<file path="src/hdl/apsp_pkg.sv">
// ----------------------------------------------------------------------------
// apsp_pkg
// Shared widths, codes and the controller-to-datapath command for the
// all-pairs shortest path block.
// ----------------------------------------------------------------------------
package apsp_pkg;

  localparam int MAX_VERTICES = 16;
  localparam int IDX_W        = $clog2(MAX_VERTICES);
  localparam int ADDR_W       = 2 * IDX_W;
  localparam int CELLS        = MAX_VERTICES * MAX_VERTICES;
  localparam int CNT_W        = 5;
  localparam int DIST_W       = 17;
  localparam int CFG_DATA_W   = 32;
  localparam int CFG_ADDR_W   = 3;

  localparam logic [DIST_W-1:0] NO_PATH     = DIST_W'(99999);
  localparam logic [CNT_W-1:0]  VCOUNT_RST  = CNT_W'(16);
  localparam logic [CNT_W-1:0]  SIDE_MAX    = CNT_W'(MAX_VERTICES);
  localparam logic [IDX_W:0]    SIDE        = (IDX_W + 1)'(MAX_VERTICES);

  localparam logic [1:0] OP_WRITE = 2'd0;
  localparam logic [1:0] OP_RUN   = 2'd1;
  localparam logic [1:0] OP_READ  = 2'd2;

  localparam logic REG_VERTEX_COUNT = 1'b0;

  typedef struct packed {
    logic             host_wr;
    logic             host_rd;
    logic             emit;
    logic             run_init;
    logic             rd_ik;
    logic             latch_ik;
    logic             rd_pair;
    logic             relax;
    logic             scan_rd;
    logic             scan_upd;
    logic [IDX_W-1:0] k;
    logic [IDX_W-1:0] i;
    logic [IDX_W-1:0] j;
  } cmd_t;

endpackage

</file>
<file path="src/hdl/apsp_ctrl.sv">
// ----------------------------------------------------------------------------
// apsp_ctrl
// Sequencer for host accesses, the relaxation sweep over k, i, j and the
// final scan for the largest finite and the smallest distance.
// ----------------------------------------------------------------------------
module apsp_ctrl (
  input  logic                      clk,
  input  logic                      rst_n,
  input  logic                      start,
  input  logic [1:0]                in_op,
  input  logic [apsp_pkg::CNT_W-1:0] vertex_count,
  output logic                      busy,
  output apsp_pkg::cmd_t            cmd
);
  import apsp_pkg::*;

  typedef enum logic [7:0] {
    S_IDLE = 8'b0000_0001,
    S_IK   = 8'b0000_0010,
    S_IKL  = 8'b0000_0100,
    S_RD   = 8'b0000_1000,
    S_UPD  = 8'b0001_0000,
    S_SRD  = 8'b0010_0000,
    S_SCMP = 8'b0100_0000,
    S_DONE = 8'b1000_0000
  } state_t;

  state_t           state_r, state_nxt;
  logic [IDX_W-1:0] k_r, k_nxt;
  logic [IDX_W-1:0] i_r, i_nxt;
  logic [IDX_W-1:0] j_r, j_nxt;
  logic [CNT_W-1:0] side;
  logic [CNT_W-1:0] last;
  logic             j_last;
  logic             i_last;
  logic             k_last;

  assign side   = (vertex_count > SIDE_MAX) ? SIDE_MAX : vertex_count;
  assign last   = side - CNT_W'(1);
  assign j_last = ({1'b0, j_r} == last);
  assign i_last = ({1'b0, i_r} == last);
  assign k_last = ({1'b0, k_r} == last);
  assign busy   = (state_r != S_IDLE);

  always_comb begin
    state_nxt = state_r;
    k_nxt     = k_r;
    i_nxt     = i_r;
    j_nxt     = j_r;
    cmd       = '0;
    cmd.k     = k_r;
    cmd.i     = i_r;
    cmd.j     = j_r;
    unique case (state_r)
      S_IDLE: begin
        if (start) begin
          case (in_op)
            OP_WRITE: begin
              cmd.host_wr = 1'b1;
              cmd.emit    = 1'b1;
            end
            OP_READ: begin
              cmd.host_rd = 1'b1;
              cmd.emit    = 1'b1;
            end
            OP_RUN: begin
              cmd.run_init = 1'b1;
              k_nxt        = '0;
              i_nxt        = '0;
              j_nxt        = '0;
              state_nxt    = (side == '0) ? S_DONE : S_IK;
            end
            default: begin
              cmd.emit = 1'b1;
            end
          endcase
        end
      end
      S_IK: begin
        cmd.rd_ik = 1'b1;
        state_nxt = S_IKL;
      end
      S_IKL: begin
        cmd.latch_ik = 1'b1;
        state_nxt    = S_RD;
      end
      S_RD: begin
        cmd.rd_pair = 1'b1;
        state_nxt   = S_UPD;
      end
      S_UPD: begin
        cmd.relax = 1'b1;
        if (!j_last) begin
          j_nxt     = j_r + IDX_W'(1);
          state_nxt = S_RD;
        end else begin
          j_nxt = '0;
          if (!i_last) begin
            i_nxt     = i_r + IDX_W'(1);
            state_nxt = S_IK;
          end else begin
            i_nxt = '0;
            if (!k_last) begin
              k_nxt     = k_r + IDX_W'(1);
              state_nxt = S_IK;
            end else begin
              k_nxt     = '0;
              state_nxt = S_SRD;
            end
          end
        end
      end
      S_SRD: begin
        cmd.scan_rd = 1'b1;
        state_nxt   = S_SCMP;
      end
      S_SCMP: begin
        cmd.scan_upd = 1'b1;
        if (!j_last) begin
          j_nxt     = j_r + IDX_W'(1);
          state_nxt = S_SRD;
        end else begin
          j_nxt = '0;
          if (!i_last) begin
            i_nxt     = i_r + IDX_W'(1);
            state_nxt = S_SRD;
          end else begin
            i_nxt     = '0;
            state_nxt = S_DONE;
          end
        end
      end
      S_DONE: begin
        cmd.emit  = 1'b1;
        state_nxt = S_IDLE;
      end
      default: begin
        state_nxt = S_IDLE;
      end
    endcase
  end

  always_ff @(posedge clk) begin
    if (!rst_n) begin
      state_r <= S_IDLE;
      k_r     <= '0;
      i_r     <= '0;
      j_r     <= '0;
    end else begin
      state_r <= state_nxt;
      k_r     <= k_nxt;
      i_r     <= i_nxt;
      j_r     <= j_nxt;
    end
  end

endmodule

</file>
<file path="config.mk">
export PLATFORM = sky130hd
export DESIGN_NAME = apsp_ctrl
export DESIGN_NICKNAME = d
export VERILOG_FILES = /design/src/hdl/apsp_pkg.sv /design/src/hdl/apsp_ctrl.sv
export SDC_FILE = /design/constraint.sdc
export NUM_CORES = 1
export LEC_CHECK = 0
export ABC_AREA = 1
export BUFFER_PORTS_ARGS = -buffer_cell sky130_fd_sc_hd__buf_4
export CORE_ASPECT_RATIO = 1.25
export CORE_MARGIN = 5
export CORE_UTILIZATION = 47
export DETAILED_ROUTE_END_ITERATION = 8
export PLACE_DENSITY = 0.72
export RECOVER_POWER = 50
export SYNTH_ARGS = -nofsm -noshare
export SYNTH_HDL_FRONTEND = slang
export SYNTH_SLANG_ARGS = --single-unit
</file>
<file path="constraint.sdc">
create_clock -name clk -period 6.07 [get_ports clk]
set_clock_uncertainty 0.15 [all_clocks]
set_input_delay 0.607 -clock clk [delete_from_list [all_inputs] [get_ports clk]]
set_output_delay 0.607 -clock clk [all_outputs]
set_load 0.01 [all_outputs]
</file>
Yosys cells after proc, flatten, opt, wreduce, memory -nomap -nowiden
Cells that the tools add are included.

word-level totals
  register bits after elaboration = 20
  bits in latches = 0
  bits in writable memories = 0
  ROM bits = 0
  bits of input ports = 10
  output and inout port bits = 23
  logic and storage cells = 72
  memories kept = 0

cells by class
  $add $sub $neg = 4
  multiply operators = 0
  div/mod/pow operators = 0
  $lt $le $gt $ge = 1
  eq/ne operators = 19
  shift operators = 0
  multiplexer cells = 35
  bitwise operators = 0
  reduce and logical (&&, ||, !) cells = 9

operators with widths
  cell                                                                count
  8-bit one-hot mux with 7 select lines                               1
  8-bit two-way mux                                                   5
  4-bit two-way mux                                                   9
  4-bit one-hot mux with 2 select lines                               3
  6-bit two-way mux                                                   3
  4-bit by 5-bit == test with 1-bit output                            3
  4-bit by 1-bit adder with 4-bit output, second input constant       3
  1-bit two-way mux                                                   11
  8-bit by 1-bit == test with 1-bit output, second input constant     1
  8-bit by 2-bit == test with 1-bit output, second input constant     1
  8-bit by 3-bit == test with 1-bit output, second input constant     1
  8-bit by 4-bit == test with 1-bit output, second input constant     1
  8-bit by 5-bit == test with 1-bit output, second input constant     1
  8-bit by 6-bit == test with 1-bit output, second input constant     1
  8-bit by 7-bit == test with 1-bit output, second input constant     1
  8-bit == test, second input constant                                1
  8-bit by 1-bit != test with 1-bit output, second input constant     1
  2-bit != test, second input constant                                3
  5-bit > comparator, second input constant                           1
  5-bit logical NOT                                                   1
  5-bit two-way mux                                                   1
  5-bit AND reduction                                                 1
  5-bit by 1-bit subtractor with 5-bit output, second input constant  1
  2-bit by 1-bit != test with 1-bit output, second input constant     2
  other kinds (10)                                                    11

Depth between registers and ports, before layout
Gate-level depths: netlist of the first run.

  depth after elaboration = 8
  gate-level depth with buffers = 18
  mapped depth without buffers = 18

Worst setup path before layout of the first run
No wires, ideal clock.

  kind = input -> register
  start point = in vertex_count[2] (netlist bit)
  end point = reg state_r[5]
  setup time = 0.116 ns
  arrival = 2.157 ns
  required time = 5.804 ns
  path slack = 3.647 ns
  cell stages on the path = 14
  buffers on the path = 0
  cells stage by stage = nor2_2 nand2_2 nand2_2 nand2_2 ha_1 xnor2_1 nor2_1 nand2_1 nor2_2 nand2_2 nor2_1 nor2_1 a21oi_1 nor2_1

between the ends
  longest elaborated chain between the ends = 8
  elaborated cells on any way between the ends = 12
  classes of those cells = add/sub: 1; order compare: 1; eq/ne: 3; mux: 7

RTL lines
  what                                             RTL line          source
  start: declaration                               apsp_ctrl.sv:11   input logic [apsp_pkg::CNT_W-1:0] vertex_count,
  5-bit > comparator                               apsp_ctrl.sv:38   assign side = (vertex_count > SIDE_MAX) ? SIDE_MAX : vertex_count;
  5-bit two-way mux (*)                            apsp_ctrl.sv:38
  5-bit by 1-bit subtractor with 5-bit output (*)  apsp_ctrl.sv:39   assign last = side - CNT_W'(1);
  4-bit by 5-bit == test with 1-bit output         apsp_ctrl.sv:42   assign k_last = ({1'b0, k_r} == last);
  6-bit two-way mux                                apsp_ctrl.sv:103  if (!k_last) begin
  6-bit two-way mux                                apsp_ctrl.sv:98   if (!i_last) begin
  6-bit two-way mux                                apsp_ctrl.sv:93   if (!j_last) begin
  8-bit one-hot mux with 7 select lines (*)        apsp_ctrl.sv:54   unique case (state_r)
  end signal: assignment                           apsp_ctrl.sv:150  state_r <= state_nxt;
  end: declaration                                 apsp_ctrl.sv:28   state_t state_r, state_nxt;

Every way passes the cells marked *; elsewhere a longest branch is shown, timed or not.
A chain may end at the register's enable or synchronous reset.

Worst setup path in the final report of the first run
  start point = in vertex_count[0] (netlist bit)
  end point = reg i_r[2]

between the ends
  longest elaborated chain between the ends = 7
  elaborated cells on any way between the ends = 10
  classes of those cells = add/sub: 1; order compare: 1; eq/ne: 3; mux: 4; reduce/logical: 1

RTL lines
  what                                             RTL line                           source
  5-bit > comparator                               apsp_ctrl.sv:38
  5-bit two-way mux (*)                            apsp_ctrl.sv:38
  5-bit by 1-bit subtractor with 5-bit output (*)  apsp_ctrl.sv:39
  4-bit by 5-bit == test with 1-bit output         apsp_ctrl.sv:41                    assign i_last = ({1'b0, i_r} == last);
  4-bit two-way mux                                apsp_ctrl.sv:98, apsp_ctrl.sv:124
  4-bit two-way mux                                apsp_ctrl.sv:119                   if (!j_last) begin
  4-bit one-hot mux with 2 select lines            apsp_ctrl.sv:54
  end signal: assignment                           apsp_ctrl.sv:152                   i_r <= i_nxt;
  end: declaration                                 apsp_ctrl.sv:30                    logic [IDX_W-1:0] i_r, i_nxt;

Every way passes the cells marked *; elsewhere a longest branch is shown, timed or not. The select of a mux whose other input is x is not followed.

==> metrics, run 1 <==
status=completed; most frequent cells in the layout=59 x nand2_1, 43 x nor2_1, 32 x inv_1; number of max-cap violations=0; crit path from=vertex_count[0]; register area share after synthesis=0.276; met2 usage=0.304; Longest Clk Path Bufs=2; post-synth cell types=26; worst path arrival time=2690 ps; Post-route DRC=0; Clock power frac=0.147; CP Class=in2reg; clock-pin transition on the worst setup and hold timing paths=120 ps; global-route wire length before repair=5.82 mm; NetSw=0.000262 W; setup TNS=0 ps; cell taking the most area after synthesis=dfxtp_1; CORE AREA=2950 µm²; worst skew pair latency=310 ps; Gate power share=0.512; cts hold-fix bufs=0; initial antenna violation count=0; crit-path max FO=6; grt peak-use layer=met2; Die W=59.7 µm; period utilisation layout=0.426; Antenna diodes=0; Sw Ratio=0.470; met3 track utilization from global routing=0.0178; post_cts resized=0; Sink Count=20; async set-reset flop share out of synthesis=0; dominant cells by area after synthesis=dfxtp_1 28%, nand2_1 15%, nor2_1 11%; syn avg cell area=6.12 µm²; Post-Syn Area=1450 µm²; Reg-to-Reg Start=state_r[4]$_SDFFE_PN0P_; max-slew violations=0; Fillers=331; die area=4300 µm²; Post-Syn Nets=251; synth-to-layout area growth=17.4%; Req. time, crit path=6170 ps; CTS buffer count=3; Root Buffer=clkbuf_4; Int Pwr=0.000296 W; via count=1,502; ratio of cells with drive above 1 in the final layout=0.165; num ports=33; VDD IR-drop max=0.000185 V; commonest non-fill, non-tap cell in the layout=nand2_1; register area=400 µm²; Hold Crit Start=j_r[0]$_SDFFE_PN0P_; setup violators final=0; Yosys top cell area share=0.276; total power=0.000558 W; Antenna Nets Post-Route=0; Post-DP HPWL=2.77 mm; initial core utilization=0.492; Ys Warns=0; CTS tree=built; Reg power frac=0.341; startpoint class of the critical path=input pin; GRT Residual Overflow=0; Routed WL=3.42 mm; maximum clock rate=0.386 GHz; nets=287; DR iter-0 viols=55; Multi-input gate area=895 µm²; Leak=0.829 nW; Max-slew headroom=0.661; Yosys reg bits=20; vias in the first global route=1,410; # rows=22; H-tree Lvls=1; DRT Pass-1 Iters=4; most used flip-flop cell after synthesis=dfxtp_1; Cell Pwr Density=327 nW/µm²; RSZ-0062 raised after global routing=no; EDFF count, synth=0; gpl congestion=0.803; Mapped Cells=237; min Tclk post-route=2590 ps; Slew @ Worst Pin=504 ps; Crit. End Element=flip-flop; Die H=72.1 µm; met1 GRT Util=0.207; pin count of the biggest net entering global routing=12; Hold Vio Cnt, Final=0; Hold Path Class=reg2reg; WL/cell=11.1 µm; buffers added on ports=32; Total GRT Usage=0.168; vias per std cell=4.88; Setup Fix Bufs, Post-CTS=0
==> registers in the layout, summed over array words and instances, names as in the netlist <==
name	cells
i_r	4
k_r	4
state_r	8
j_r	4
==> power by group through the flow <==
stage | logic [W] | registers (W) | clock network (W)
6_report | 0.000286 | 0.000190 | 0.0000817
5_1_grt | 0.000325 | 0.000196 | 0.0000867
4_1_cts | 0.000307 | 0.000191 | 0.0000832
3_5_place_dp | 0.000306 | 0.000194 | 0
3_3_place_gp | 0.000304 | 0.000193 | 0
2_1_floorplan | 0.000207 | 0.000194 | 0
==> critical path, cell delays in order <==
cell	delay, ps
buf_4	130
nor2_1	240
nand2_2	100
nand2_2	100
nand2_2	90
ha_1	230
nand2_1	110
inv_2	40
nand2_1	80
nand2_1	110
nor2_1	130
nand2_1	100
nor2_4	100
nand2_4	90
inv_2	60
nand3_1	120
nor2_2	130
nand2_1	60
o21ai_1	70
==> routing by layer <==
layer / part of all wire / wire length, µm
met2: 0.51 / 1740
met1: 0.44 / 1510
met5: 0 / 0
met3: 0.038 / 129
met4: 0.011 / 38
==> stage by stage <==
stage	setup WS (ps)	std cells	util	instance area [µm²]	hold slack, ps
6_report	3480	308	0.578	1700	390
2_1_floorplan	3650	237	-	1450	384
4_1_cts	3570	308	0.600	1770	405
3_5_place_dp	3240	304	0.588	1730	385
3_3_place_gp	3290	304	0.588	1730	376
5_1_grt	3220	308	0.578	1700	440
==> final timing paths <==
check                       endpoint  slack, ps  depth (start not counted)
max              i_r[2]$_SDFFE_PN0P_       3480                         19
min              j_r[0]$_SDFFE_PN0P_        390                          2
min reg2reg      j_r[0]$_SDFFE_PN0P_        390                          2
max reg2reg  state_r[7]$_SDFFE_PN0P_       3960                         10
==> cells by family (layout without fill, tap and decap cells) <==
logic type               Yosys count  in the layout  share of synthesized area
adder cells (fa/ha/maj)            4              4                     0.0345
flip-flops                        20             20                      0.276
AO/OA/AOI/OAI                     16             16                     0.0613
buffers and inverters             39             74                      0.102
AND/OR/NAND/NOR                  149            149                      0.472
XOR/XNOR                           9              9                     0.0544
==> cell usage after synthesis, types with 2 or more instances <==
library cell	number
nand2_1	58
nor2_1	41
nand2_4	2
o21ai_1	5
xnor2_1	4
dfxtp_1	20
nor4_1	6
inv_2	6
nor2_2	7
nand4_1	4
inv_1	32
nand2_2	8
nand3_1	17
xor2_1	5
a21oi_1	8
ha_1	4
==> final cells by class <==
cell class | count | area share
inverter | 38 | 0.0838
tap | 36 | 0.0265
multi-input combinational | 178 | 0.525
sequential | 20 | 0.235
timing repair buffer | 32 | 0.108
clock buffer | 4 | 0.0213
Power figures use the tool's default switching activity.
==> inputs of run 2 (changes only) <==
PLACE_DENSITY = 0.75   (was 0.72)
clock period = 2.1 ns   (was 6.07 ns; I/O delays follow)
==> metrics, run 2 (same netlist as run 1, synthesis figures left out) <==
pin count of the biggest net entering global routing=12 (unchanged); Antenna diodes=0 (unchanged); Slew @ Worst Pin=493 ps (was 504 ps); vias per std cell=5.00 (was 4.88); via count=1,614 (was 1,502); gpl congestion=0.821 (was 0.803); Die H=72.1 µm (unchanged); VDD IR-drop max=0.000473 V (was 0.000185 V); Total GRT Usage=0.182 (was 0.168); vias in the first global route=1,558 (was 1,410); WHS=41.2 ps (was 390 ps); Cell Pwr Density=869 nW/µm² (was 327 nW/µm²); clock-pin transition on the worst setup and hold timing paths=110 ps (was 120 ps); WL/cell=11.3 µm (was 11.1 µm); cts hold-fix bufs=0 (unchanged); Largest register FFs=8 (unchanged); Post-route DRC=0 (unchanged); status=completed (unchanged); DRT Pass-1 Iters=4 (unchanged); CTS buffer count=3 (unchanged); GRT Residual Overflow=0 (unchanged); CTS tree=built (unchanged); CORE AREA=2950 µm² (unchanged); number of max-cap violations=0 (unchanged); final setup margin=154 ps (was 3480 ps); Req. time, crit path=1740 ps (was 6170 ps); maximum clock rate=0.514 GHz; H-tree Lvls=1 (unchanged); Max-slew headroom=0.668 (was 0.661); worst path arrival time=1590 ps (was 2690 ps); initial core utilization=0.492 (unchanged); worst skew pair latency=300 ps (was 310 ps); Post-DP HPWL=2.87 mm (was 2.77 mm); synth-to-layout area growth=29.0% (was 17.4%); Die W=59.7 µm (unchanged); Antenna Nets Post-Route=0 (unchanged); DP Worst Slack=-166 ps (was 3240 ps); die area=4300 µm² (unchanged); Sink Count=20 (unchanged); commonest non-fill, non-tap cell in the layout=nand2_1 (unchanged); Hold Vio Cnt, Final=0 (unchanged); Longest Clk Path Bufs=2 (unchanged); most frequent cells in the layout=56 x nand2_1, 36 x nor2_1, 35 x buf_4 (was 59 x nand2_1, 43 x nor2_1, 32 x inv_1); setup violators final=0 (unchanged); Hold Path Class=in2reg (was reg2reg); buffers added on ports=32 (unchanged); DR iter-0 viols=74 (was 55); CP Class=reg2out (was in2reg); fin area=1870 µm² (was 1700 µm²); max-slew violations=0 (unchanged); ratio of cells with drive above 1 in the final layout=0.261 (was 0.165); initial antenna violation count=0 (unchanged); period utilisation layout=0.927; Leak=0.908 nW (was 0.829 nW); crit-path max FO=6 (unchanged); global-route wire length before repair=6.32 mm (was 5.82 mm); num ports=33 (unchanged); Fillers=299 (was 331); nets=303 (was 287); placed cell area=1820 µm² (was 1730 µm²); Routed WL=3.64 mm (was 3.42 mm); # rows=22 (unchanged); Crit. End Element=primary output (was flip-flop); min Tclk post-route=1950 ps; startpoint class of the critical path=flip-flop (was input pin); Reg with most FFs=state_r (unchanged); Root Buffer=clkbuf_4 (unchanged)
## run 2: worst paths after layout
path / start / to / slack, ps / cells after the start
max: state_r[0]$_SDFFE_PN1P_ / cmd[14] / 150 / 6
min: rst_n / k_r[1]$_SDFFE_PN0P_ / 40 / 3
max reg2reg: state_r[0]$_SDFFE_PN1P_ / i_r[2]$_SDFFE_PN0P_ / 200 / 11
min reg2reg: j_r[0]$_SDFFE_PN0P_ / j_r[0]$_SDFFE_PN0P_ / 390 / 2
## run 2: worst max-delay path, cell delays in order (launching register included)
cell	delay, ps
dfxtp_1	350
nor2_1	100
inv_1	80
nor2_2	150
nand4_1	260
inv_2	210
buf_4	140
## run 2: layout make-up
type / count / area [µm²] / share of cell area
well taps: 36 / 45.0 / 0.0241
clock buffers: 3 / 22.5 / 0.0120
repair buffers: 48 / 312 / 0.167
multi-input cells: 178 / 948 / 0.507
flip-flops and latches: 20 / 400 / 0.214
inverters: 38 / 143 / 0.0763
## run 2: where the power goes
part	internal, W	switching (W)	total (W)
clock	0.0000670	0.000122	0.000189
combinational	0.000325	0.000558	0.000883
sequential	0.000452	0.000101	0.000553
total	0.000844	0.000782	0.00163
## run 2: metrics by stage
stage	TNS, ps	total power [W]	utilization	cells
2_1_floorplan	0	0.00116	-	237
3_3_place_gp	-1220	0.00144	0.618	316
3_5_place_dp	-1960	0.00146	0.618	316
4_1_cts	0	0.00165	0.626	319
5_1_grt	-28.6	0.00179	0.635	323
6_report	0	0.00163	0.635	323
## run 2: metal layers
layer	global-route usage	wire, µm	vias to the layer above
met5	0	0	-
met4	0.0542	69	0
met3	0.0231	145	7
met2	0.334	1930	26
met1	0.214	1490	737
li1	-	-	844
## run 2: repair_timing
| action | CTS | global route |
|---|---|---|
| gates resized for setup | 0 | 14 |
| setup buffers | 0 | 4 |
| setup endpoints to repair | 0 | 21 |
